==> src/mwo_pkg.sv <==
// Shared types, constants and sine table builder for the multi-waveform oscillator.
`default_nettype none
package mwo_pkg;

	// Parameter defaults
	localparam int PHASE_WIDTH_DEF      = 32;
	localparam int SINE_TABLE_DEPTH_DEF = 256;
	localparam int SAMPLE_WIDTH_DEF     = 16;

	// Fixed field widths
	localparam int CFG_INDEX_W = 2;
	localparam int CFG_DATA_W  = 32;
	localparam int STEP_W      = 32;
	localparam int AMP_W       = 16;
	localparam int FRAC_W      = 16;
	localparam int OUT_W       = 16;
	localparam int ROM_DATA_W  = 15;

	// Waveform values are Q1.15 with |w| <= 1.0, so one extra bit over 16
	localparam int WAVE_W = 17;
	localparam logic signed [WAVE_W-1:0] WAVE_FULL_POS = 17'sd32768;
	localparam logic signed [WAVE_W-1:0] WAVE_FULL_NEG = -17'sd32768;
	localparam logic signed [WAVE_W-1:0] WAVE_ZERO     = 17'sd0;

	// Triangle ramp offsets, one bit wider than the waveform to hold the rising and falling forms
	localparam logic signed [WAVE_W:0] TRI_UP_OFS   = 18'sd32768;
	localparam logic signed [WAVE_W:0] TRI_DOWN_OFS = 18'sd98304;

	// Product of |w| and amplitude, rounding point of the Q30 scale
	localparam int PROD_W    = 32;
	localparam int ROUND_SH  = 30;

	typedef enum logic [CFG_INDEX_W-1:0] {
		REG_WAVE_SELECT  = 2'd0,
		REG_PHASE_STEP   = 2'd1,
		REG_AMPLITUDE    = 2'd2,
		REG_SQUARE_HIGH  = 2'd3
	} cfg_reg_t;

	typedef enum logic [1:0] {
		WAVE_SINE     = 2'd0,
		WAVE_SQUARE   = 2'd1,
		WAVE_TRIANGLE = 2'd2
	} wave_t;

	// Register reset values
	localparam logic [1:0]        WAVE_SELECT_RST = 2'd0;
	localparam logic [STEP_W-1:0] PHASE_STEP_RST  = 32'd39370534;
	localparam logic [AMP_W-1:0]  AMPLITUDE_RST   = 16'd16384;
	localparam logic [FRAC_W-1:0] SQUARE_HIGH_RST = 16'd32768;

	// Address bits of the quarter-wave table: floor(log2(depth)), at most 12
	function automatic int rom_bits(input int depth);
		int b;
		b = 0;
		while (b < 12 && (2 << b) <= depth) begin
			b = b + 1;
		end
		return b;
	endfunction

	// sin(pi/2 * u), u in Q30, result Q15 rounded and capped; odd Taylor series to degree 11
	function automatic logic [ROM_DATA_W-1:0] quarter_sine(input logic [63:0] u);
		logic [63:0] coef [6];
		logic [63:0] u2;
		logic [63:0] pw;
		logic [63:0] pos;
		logic [63:0] neg;
		logic [63:0] term;
		logic [63:0] s;
		coef[0] = 64'd1686629713;
		coef[1] = 64'd693598668;
		coef[2] = 64'd85569306;
		coef[3] = 64'd5026995;
		coef[4] = 64'd172272;
		coef[5] = 64'd3864;
		u2  = (u * u) >> 30;
		pw  = u;
		pos = 64'd0;
		neg = 64'd0;
		for (int k = 0; k < 6; k++) begin
			term = (coef[k] * pw) >> 30;
			if (k % 2 == 1) begin
				neg = neg + term;
			end else begin
				pos = pos + term;
			end
			pw = (pw * u2) >> 30;
		end
		s = (pos > neg) ? pos - neg : 64'd0;
		s = (s + 64'd16384) >> 15;
		if (s > 64'd32767) begin
			s = 64'd32767;
		end
		return s[ROM_DATA_W-1:0];
	endfunction

	// Table entry i samples the quarter wave at the middle of its step
	function automatic logic [ROM_DATA_W-1:0] sine_entry(input int i, input int bits);
		logic [63:0] u;
		u = ((64'(2 * i + 1)) << 29) >> bits;
		return quarter_sine(u);
	endfunction

endpackage
`default_nettype wire

==> src/mwo_wave.sv <==
// Waveform stage: phase fraction to a Q1.15 sine, square or triangle value.
`default_nettype none
module mwo_wave #(
	parameter int SINE_TABLE_DEPTH = mwo_pkg::SINE_TABLE_DEPTH_DEF
) (
	input  wire logic                              clk,
	input  wire logic                              advance,
	input  wire logic [mwo_pkg::FRAC_W-1:0]        frac_s1,
	input  wire mwo_pkg::wave_t                    wave_select,
	input  wire logic [mwo_pkg::FRAC_W-1:0]        square_high_fraction,
	output logic signed [mwo_pkg::WAVE_W-1:0]      wave_s2
);

	localparam int ROM_BITS = mwo_pkg::rom_bits(SINE_TABLE_DEPTH);
	localparam int ROM_N    = 1 << ROM_BITS;

	logic [mwo_pkg::ROM_DATA_W-1:0] sine_rom [ROM_N];

	for (genvar g = 0; g < ROM_N; g++) begin : g_rom
		assign sine_rom[g] = mwo_pkg::sine_entry(g, ROM_BITS);
	end

	logic [ROM_BITS-1:0]                 rom_idx;
	logic [mwo_pkg::ROM_DATA_W-1:0]      rom_val;
	logic signed [mwo_pkg::WAVE_W-1:0]   sine_w;
	logic signed [mwo_pkg::WAVE_W-1:0]   square_w;
	logic signed [mwo_pkg::WAVE_W:0]     tri_wide;
	logic signed [mwo_pkg::WAVE_W-1:0]   wave_d;

	always_comb begin
		// Quadrant in the top two bits; mirror the index on odd quadrants
		rom_idx = frac_s1[mwo_pkg::FRAC_W-3 -: ROM_BITS];
		if (frac_s1[mwo_pkg::FRAC_W-2]) begin
			rom_idx = ~rom_idx;
		end
		rom_val = sine_rom[rom_idx];
		sine_w  = $signed({2'b00, rom_val});
		if (frac_s1[mwo_pkg::FRAC_W-1]) begin
			sine_w = -sine_w;
		end

		square_w = (frac_s1 < square_high_fraction) ? mwo_pkg::WAVE_FULL_POS
		                                            : mwo_pkg::WAVE_FULL_NEG;

		if (!frac_s1[mwo_pkg::FRAC_W-1]) begin
			tri_wide = $signed({1'b0, frac_s1, 1'b0}) - mwo_pkg::TRI_UP_OFS;
		end else begin
			tri_wide = mwo_pkg::TRI_DOWN_OFS - $signed({1'b0, frac_s1, 1'b0});
		end

		case (wave_select)
			mwo_pkg::WAVE_SINE:     wave_d = sine_w;
			mwo_pkg::WAVE_SQUARE:   wave_d = square_w;
			mwo_pkg::WAVE_TRIANGLE: wave_d = tri_wide[mwo_pkg::WAVE_W-1:0];
			default:                wave_d = mwo_pkg::WAVE_ZERO;
		endcase
	end

	always_ff @(posedge clk) begin
		if (advance) begin
			wave_s2 <= wave_d;
		end
	end

endmodule
`default_nettype wire

==> src/mwo_scale.sv <==
// Gain stage: amplitude multiply, rounding and saturation to the sample width.
`default_nettype none
module mwo_scale #(
	parameter int SAMPLE_WIDTH = mwo_pkg::SAMPLE_WIDTH_DEF
) (
	input  wire logic                              clk,
	input  wire logic                              advance,
	input  wire logic signed [mwo_pkg::WAVE_W-1:0] wave_s2,
	input  wire logic [mwo_pkg::AMP_W-1:0]         amplitude,
	output logic [mwo_pkg::OUT_W-1:0]              sample_q
);

	localparam int SCALED_W = mwo_pkg::PROD_W + SAMPLE_WIDTH - 1;
	localparam int MAG_W    = SAMPLE_WIDTH + 1;
	localparam logic [MAG_W-1:0] MAX_POS = MAG_W'((1 << (SAMPLE_WIDTH - 1)) - 1);
	localparam logic [MAG_W-1:0] MAX_NEG = MAG_W'(1 << (SAMPLE_WIDTH - 1));
	localparam logic [SCALED_W-1:0] ROUND_HALF = SCALED_W'(1 << (mwo_pkg::ROUND_SH - 1));

	logic [mwo_pkg::WAVE_W-1:0]         wave_neg;
	logic [mwo_pkg::AMP_W-1:0]          wave_mag;
	logic [mwo_pkg::PROD_W-1:0]         prod_s3;
	logic                               neg_s3;
	logic [SCALED_W-1:0]                scaled;
	logic [MAG_W-1:0]                   mag;
	logic [MAG_W-1:0]                   mag_sat;
	logic [MAG_W-1:0]                   signed_mag;
	logic signed [SAMPLE_WIDTH-1:0]     value;
	logic signed [31:0]                 value_ext;

	always_comb begin
		wave_neg = mwo_pkg::WAVE_W'(-wave_s2);
		wave_mag = wave_s2[mwo_pkg::WAVE_W-1] ? wave_neg[mwo_pkg::AMP_W-1:0]
		                                     : wave_s2[mwo_pkg::AMP_W-1:0];
	end

	always_ff @(posedge clk) begin
		if (advance) begin
			prod_s3 <= mwo_pkg::PROD_W'(wave_mag * amplitude);
			neg_s3  <= wave_s2[mwo_pkg::WAVE_W-1];
		end
	end

	always_comb begin
		// Round half away from zero on the magnitude, then apply the sign
		scaled = {prod_s3, {(SAMPLE_WIDTH - 1){1'b0}}} + ROUND_HALF;
		mag    = scaled[SCALED_W-1 -: MAG_W];
		if (neg_s3) begin
			mag_sat    = (mag > MAX_NEG) ? MAX_NEG : mag;
			signed_mag = MAG_W'(-mag_sat);
		end else begin
			mag_sat    = (mag > MAX_POS) ? MAX_POS : mag;
			signed_mag = mag_sat;
		end
		value     = $signed(signed_mag[SAMPLE_WIDTH-1:0]);
		value_ext = 32'(value);
	end

	always_ff @(posedge clk) begin
		if (advance) begin
			sample_q <= value_ext[mwo_pkg::OUT_W-1:0];
		end
	end

endmodule
`default_nettype wire

==> src/multi_waveform_oscillator.sv <==
// Top level of the multi-waveform direct digital synthesis oscillator.
`default_nettype none
// Each request is one sample tick: the phase accumulator (restart clears it first) selects a
// sine from a quarter-wave table, a square with programmable high fraction, or a symmetric
// triangle, scaled by a Q1.15 amplitude and saturated to SAMPLE_WIDTH bits, then returned as a
// 16-bit two's complement sample. One request is taken every clock while in_stall is low; the
// result passes through the phase, waveform, multiply and output registers in turn. A stall on
// the output holds the whole pipeline and shows on in_stall in the same cycle. Write the
// configuration registers only while no request is in flight.
module multi_waveform_oscillator #(
	parameter int PHASE_WIDTH      = mwo_pkg::PHASE_WIDTH_DEF,
	parameter int SINE_TABLE_DEPTH = mwo_pkg::SINE_TABLE_DEPTH_DEF,
	parameter int SAMPLE_WIDTH     = mwo_pkg::SAMPLE_WIDTH_DEF
) (
	input  wire logic                               clk,
	input  wire logic                               arst_n,
	input  wire logic                               cfg_write_en,
	input  wire logic [mwo_pkg::CFG_INDEX_W-1:0]    cfg_index,
	input  wire logic [mwo_pkg::CFG_DATA_W-1:0]     cfg_data,
	input  wire logic                               in_valid,
	output logic                                    in_stall,
	input  wire logic                               restart,
	output logic                                    out_valid,
	input  wire logic                               out_stall,
	output logic [mwo_pkg::OUT_W-1:0]               sample
);

	mwo_pkg::wave_t                     wave_select_q;
	logic [mwo_pkg::STEP_W-1:0]         phase_step_q;
	logic [mwo_pkg::AMP_W-1:0]          amplitude_q;
	logic [mwo_pkg::FRAC_W-1:0]         square_high_q;

	always_ff @(posedge clk or negedge arst_n) begin
		if (!arst_n) begin
			wave_select_q <= mwo_pkg::wave_t'(mwo_pkg::WAVE_SELECT_RST);
			phase_step_q  <= mwo_pkg::PHASE_STEP_RST;
			amplitude_q   <= mwo_pkg::AMPLITUDE_RST;
			square_high_q <= mwo_pkg::SQUARE_HIGH_RST;
		end else if (cfg_write_en) begin
			case (mwo_pkg::cfg_reg_t'(cfg_index))
				mwo_pkg::REG_WAVE_SELECT: wave_select_q <= mwo_pkg::wave_t'(cfg_data[1:0]);
				mwo_pkg::REG_PHASE_STEP:  phase_step_q  <= cfg_data[mwo_pkg::STEP_W-1:0];
				mwo_pkg::REG_AMPLITUDE:   amplitude_q   <= cfg_data[mwo_pkg::AMP_W-1:0];
				mwo_pkg::REG_SQUARE_HIGH: square_high_q <= cfg_data[mwo_pkg::FRAC_W-1:0];
				default: ;
			endcase
		end
	end

	logic                       advance;
	logic                       accept;
	logic [PHASE_WIDTH-1:0]     phase_q;
	logic [PHASE_WIDTH-1:0]     phase_cur;
	logic [mwo_pkg::FRAC_W-1:0] frac_s1;
	logic                       valid_s1;
	logic                       valid_s2;
	logic                       valid_s3;
	logic                       out_valid_q;

	// Hold every stage while a finished sample waits on the output
	assign advance  = !(out_valid_q && out_stall);
	assign in_stall = !advance;
	assign accept   = in_valid && advance;
	assign phase_cur = restart ? '0 : phase_q;

	always_ff @(posedge clk or negedge arst_n) begin
		if (!arst_n) begin
			phase_q     <= '0;
			valid_s1    <= 1'b0;
			valid_s2    <= 1'b0;
			valid_s3    <= 1'b0;
			out_valid_q <= 1'b0;
		end else if (advance) begin
			if (accept) begin
				phase_q <= phase_cur + PHASE_WIDTH'(phase_step_q);
			end
			valid_s1    <= accept;
			valid_s2    <= valid_s1;
			valid_s3    <= valid_s2;
			out_valid_q <= valid_s3;
		end
	end

	always_ff @(posedge clk) begin
		if (accept) begin
			frac_s1 <= phase_cur[PHASE_WIDTH-1 -: mwo_pkg::FRAC_W];
		end
	end

	logic signed [mwo_pkg::WAVE_W-1:0] wave_s2;

	mwo_wave #(
		.SINE_TABLE_DEPTH(SINE_TABLE_DEPTH)
	) u_wave (
		.clk                  (clk),
		.advance              (advance),
		.frac_s1              (frac_s1),
		.wave_select          (wave_select_q),
		.square_high_fraction (square_high_q),
		.wave_s2              (wave_s2)
	);

	mwo_scale #(
		.SAMPLE_WIDTH(SAMPLE_WIDTH)
	) u_scale (
		.clk       (clk),
		.advance   (advance),
		.wave_s2   (wave_s2),
		.amplitude (amplitude_q),
		.sample_q  (sample)
	);

	assign out_valid = out_valid_q;

endmodule
`default_nettype wire

==> config.mk <==
export PLATFORM = sky130hd
export DESIGN_NAME = multi_waveform_oscillator
export DESIGN_NICKNAME = d
export VERILOG_FILES = /design/src/mwo_pkg.sv /design/src/mwo_wave.sv /design/src/mwo_scale.sv /design/src/multi_waveform_oscillator.sv
export SDC_FILE = /design/constraint.sdc
export NUM_CORES = 1
export LEC_CHECK = 0
export BUFFER_PORTS_ARGS = -buffer_cell sky130_fd_sc_hd__buf_2
export CELL_PAD_IN_SITES_DETAIL_PLACEMENT = 1
export CELL_PAD_IN_SITES_GLOBAL_PLACEMENT = 1
export CORE_MARGIN = 3
export CORE_UTILIZATION = 45
export DETAILED_ROUTE_END_ITERATION = 8
export PLACE_DENSITY_LB_ADDON = 0.1
export SYNTH_ARGS = -nofsm -noshare
export SYNTH_HDL_FRONTEND = slang
export SYNTH_SLANG_ARGS = --single-unit
==> constraint.sdc <==
create_clock -name clk -period 8.4 [get_ports clk]
set_input_delay 1.68 -clock clk [delete_from_list [all_inputs] [get_ports clk]]
set_output_delay 1.68 -clock clk [all_outputs]
set_load 0.02 [all_outputs]
==> flow_summary.toml, run 1 <==
[status]
status = "complete, but fails checks"
violations = "max-capacitance violations, max-slew violations"

[run]
drv_cap = 1

[logic_synthesis]
yosysWarnings = 0
synth_area_leader_cell = "fa_1"
synth_edf_count = 68
ys.flop_type = "dfrtp_1"
synthTopCellsByArea = "fa_1 (15%), ha_1 (8.9%), dfrtp_1 (8.6%)"
synth.distinct_cells = 105
async_reset_ff_frac = 0.600
synth.avg_cell_area_um2 = 8.39
synthTopCellsByCount = "nand2_1 (324), inv_1 (292), fa_1 (194), ha_1 (178), o21ai_0 (167)"
synth_seq_cells = 170
mappedNetlistArea_mm2 = 0.0251
ys_seq_area_frac = 0.184
yosysTopAreaCellShare = 0.155
syn_inst = 2993
synth_most_common_cell = "nand2_1"
synth_nets = 3405

[sta]
hold_viol = 0
fin_crit_ns = 7.98
worst_pin_slew_ns = 1.54
slew_viol_final = 4
fin_tns_setup_ns = 0
fin_crit_sh = 0.950
max_freq_mhz = 125
rsz0062_at_grt = "false"
relSlewSlack = -0.0352
skew_ns = 0.0278
setup_viol = 0

[clock_tree]
postCtsHoldBufs = 0
cts.sinks = 170
clk_pin_slew_ns = 0.09
cts-root-buf = "clkbuf_16"
cts_made_buffers = 17
clockBufferDepth = 2
clk_latency_ns = 0.50
cts_tree = "built"
ctsHtreeMaxLevel = 4

[grt]
grt_max_degree = 108
grtUsageTotal = 0.378
grt_pass1_vias = 26000
antenna_found_initial = 4
grt-ovfl-total = 0
grt_first_pass_wirelength_mm = 168

[setup_path]
crit_arrival_ns = 8.20
crit_type = "flop to flop"
required_ns = 8.63
path_max_fanout = 13
critPathCaptureType = "flop"
crit_path_start_kind = "flop"

[routing]
wirelength_mm = 112
drt-initial-drc-count = 2576
num_vias = 24600
wl_per_cell_um = 30.3
drc = 0
drt_first_pass_iters = 6
vias_per_cell = 6.67
antenna_left = 0

[die]
fp.dieW_um = 242
start_util = 0.461
pin_count = 58
die_y_um = 242
rows = 85
die_area_mm2 = 0.0587
core_mm2 = 0.0546

[finish]
stdcell_count = 3694
fillers = 6517
num-nets-final = 3354
syn_to_final_growth_pct = 6.72
drive_above_1_share = 0.113
n_antenna_cell = 0

[min_path]
hold_class = "flop to flop"

[placement]
place.gp.congestion = 1.03
port_buffers = 57
dp.cells = 3658
dp_hpwl_mm = 82.3
-- layout make-up --
cell class,count,area [um^2],area share
timing repair buffer,145,986,0.0368
multi-input combinational,2310,18500,0.690
sequential,170,4610,0.172
clock buffer,17,425,0.0159
inverter,298,1120,0.0417
tap,739,925,0.0345
clock inverter,15,233,0.00868
-- stage by stage --
stage	setup WS, ns	hold slack [ns]	area [um^2]	util
after floorplan	0.489	0.424	25100	-
after CTS	0.104	0.479	26700	0.490
after global routing	0.0427	0.510	26800	0.491
after detailed placement	-0.175	0.458	26100	0.478
after global placement	0.173	0.444	26100	0.478
final	0.423	0.474	26800	0.491
-- what timing repair did --
item	in CTS	in global routing
setup endpoints to repair	6	7
buffers inserted	0	3
resized for setup	2	6
pin swaps	0	1
-- sequential cells by signal, summed over array words and instances (netlist names) --
name	flops
u_wave.wave_s2	17
u_scale.prod_s3	18
u_scale.sample_q	16
frac_s1	16
wave_select_q	2
phase_step_q	32
square_high_q	16
valid_s3	1
valid_s2	1
out_valid	1
u_scale.neg_s3	1
amplitude_q	16
phase_q	32
valid_s1	1
-- cell families (layout without fill, tap and decap cells) --
group,after synthesis,count (layout),synth area share
multiplexers,108,108,0.0487
AND/OR/NAND/NOR,956,956,0.193
buffers and inverters,513,475,0.0831
flip-flops,170,170,0.184
AO/OA/AOI/OAI,768,768,0.210
XOR/XNOR,106,106,0.0381
adder cells (fa/ha/maj),372,372,0.243
-- final timing paths --
check | to | slack (ns) | cells after the start | startpoint
max reg2reg | u_scale.prod_s3[27] | 0.42 | 25 | u_wave.wave_s2[4]
min reg2reg | phase_q[10] | 0.47 | 2 | phase_q[10]
min | phase_q[10] | 0.47 | 2 | phase_q[10]
min in group asynchronous | valid_s2 | 1.06 | 1 | arst_n
max | u_scale.prod_s3[27] | 0.42 | 25 | u_wave.wave_s2[4]
max in group asynchronous | amplitude_q[2] | 5.99 | 2 | arst_n
-- routing by layer --
| layer | vias up | GRT usage | routed length [um] |
|---|---|---|---|
| li1 | 10400 | - | - |
| met1 | 12500 | 0.471 | 44000 |
| met2 | 1331 | 0.602 | 50600 |
| met3 | 392 | 0.0898 | 9880 |
| met4 | 4 | 0.214 | 7280 |
| met5 | - | 0 | 25 |
-- layout by cell type (no fill, tap or decap), types with 28 or more instances in the layout --
cell type and instances:
nor2b_1 69, nand2_1 322, o22ai_1 67, o211ai_1 29, edfxtp_1 68, and2_1 118
fa_1 194, nand2b_1 53, a31oi_1 40, nor2_1 147, inv_1 292, mux2i_1 31
xor2_1 46, o21ai_0 166, a21oi_1 132, a211oi_1 28, buf_2 56, mux2_2 73
buf_4 86, nor3_1 54, dfrtp_1 86, ha_1 178, nand3_1 44, xnor2_1 55
-- worst max-delay path, stage by stage, from the launching register on --
cell and delay, ns:
edfxtp_1 0.46, or4_1 0.55, or2_2 0.33, o41ai_4 0.29
xnor2_1 0.25, buf_4 0.26, nand2_1 0.09, fa_1 0.50
fa_1 0.53, fa_1 0.52, inv_1 0.05, fa_1 0.55
fa_1 0.43, fa_1 0.47, ha_1 0.35, a21oi_1 0.17
nand2_1 0.12, a2111oi_4 0.24, a211oi_2 0.20, o211ai_1 0.33
a21oi_1 0.15, o21ai_0 0.23, buf_4 0.19, a21boi_0 0.15
o21ai_1 0.21, a31oi_1 0.11
Power of run 1 is not shown: default switching activity piles up to over one toggle a cycle in this logic, so the estimate is an artifact.
==> run 2, diff against run 1 <==
- CORE_MARGIN: 3 -> default
==> flow_summary.toml, run 2 (synthesis results as in run 1) <==
[finish]
stdcell_count = 3715
syn_to_final_growth_pct = 6.71
layout_common_cells = "nand2_1 (322), inv_1 (292), fa_1 (194)"
num-nets-final = 3365
layout_commonest_cell = "nand2_1"
multi_input_area_mm2 = 0.0185
top_regs = "phase_q: 32 flops, phase_step_q: 32 flops, u_scale.prod_s3: 18 flops"
utilization = 0.487
regArea_mm2 = 0.00461
fillers = 6590
drive_above_1_share = 0.116

[clock_tree]
cts-root-buf = "clkbuf_16"
cts.sinks = 170
postCtsHoldBufs = 0
clk_pin_slew_ns = 0.08
cts_tree = "built"
cts_made_buffers = 17
clockBufferDepth = 2
ctsHtreeMaxLevel = 4
clk_latency_ns = 0.50

[die]
die_area_mm2 = 0.0568
fp.dieW_um = 238
core_mm2 = 0.0551
pin_count = 58
rows = 86
start_util = 0.456
die_y_um = 238

[grt]
grtUsageTotal = 0.394
grt_max_degree = 73
antenna_found_initial = 7
grt_first_pass_wirelength_mm = 166
grt_pass1_vias = 25500
grt-ovfl-total = 0

[routing]
drc = 0
num_vias = 24500
wirelength_mm = 110
wl_per_cell_um = 29.6
vias_per_cell = 6.59
drt-initial-drc-count = 2344
antenna_left = 0
drt_first_pass_iters = 8

[setup_path]
cp_common_cell = "fa_1"
reg2reg_setup_slack_ns = 0.45
cp_top_family = "adder cells"
critPathCaptureType = "flop"
cpPeakStageDelay_ns = 0.55
required_ns = 8.63
path_max_fanout = 13
crit_path_start_kind = "flop"
crit_arrival_ns = 8.17
crit_type = "flop to flop"
cp_slowest_cell = "fa_1"
path_buf_inv = 3

[sta]
setup_viol = 0
rsz0062_at_grt = "false"
fin_crit_sh = 0.946
worst_slack_ns = 0.451
skew_ns = 0.0238
worst_pin_slew_ns = 1.36
max_freq_mhz = 126
fin_crit_ns = 7.95
fin_tns_setup_ns = 0
slew_viol_final = 0
hold_viol = 0
relSlewSlack = 0.0890

[placement]
place.gp.congestion = 1.06
dp.cells = 3681
place_worst_setup_slack_ns = -0.148
dp_hpwl_mm = 81.4
port_buffers = 57

[min_path]
hold_class = "flop to flop"

[run]
drv_cap = 0

[status]
status = "completed"
run 2: changes by cell type in the layout (fill, tap and decap cells not counted), sizes merged:
cell,before,now
buf,145,156
clkinv,9,10
diode,0,1
inv,304,303
run 2: stage by stage:
stage	cell area (um^2)	hold slack, ns
floorplan	25100	0.424
CTS	26800	0.473
global route	26800	0.497
global placement	26100	0.447
finish	26800	0.469
detailed placement	26100	0.457
run 2: path summary, 6_finish.rpt:
path                                         from             endpoint  depth (start not counted)
worst max-delay path            u_wave.wave_s2[5]  u_scale.prod_s3[31]                         25
worst min-delay path                   phase_q[4]           phase_q[4]                          2
worst max register to register  u_wave.wave_s2[5]  u_scale.prod_s3[31]                         25
worst min register to register         phase_q[4]           phase_q[4]                          2
max in group asynchronous                  arst_n      amplitude_q[10]                          2
min in group asynchronous                  arst_n          phase_q[20]                          1
run 2: worst min-delay path, stage by stage (launching register included):
cell	delay (ns)
dfrtp_1	0.34
nand2_1	0.05
nand2_1	0.05
run 2: area by class of cell:
class / count / share of cell area
Tap cell: 748 / 0.0349
Clock inverter: 15 / 0.00770
Antenna cell: 1 / 0.0000933
Timing Repair Buffer: 156 / 0.0385
Inverter: 298 / 0.0417
Multi-Input combinational cell: 2310 / 0.689
Sequential cell: 170 / 0.172
Clock buffer: 17 / 0.0159
run 2: metal layers:
layer | share of wire | GRT usage | up-vias
met5 | 0.00055 | 0 | -
met4 | 0.067 | 0.236 | 8
li1 | - | - | 10400
met1 | 0.40 | 0.492 | 12400
met3 | 0.088 | 0.0919 | 421
met2 | 0.45 | 0.620 | 1243
run 2: timing repair:
item | CTS | global route
setup buffers | 0 | 1
setup endpoints to repair | 4 | 9
resized for setup | 3 | 3
Power of run 2 is left out for the same reason.
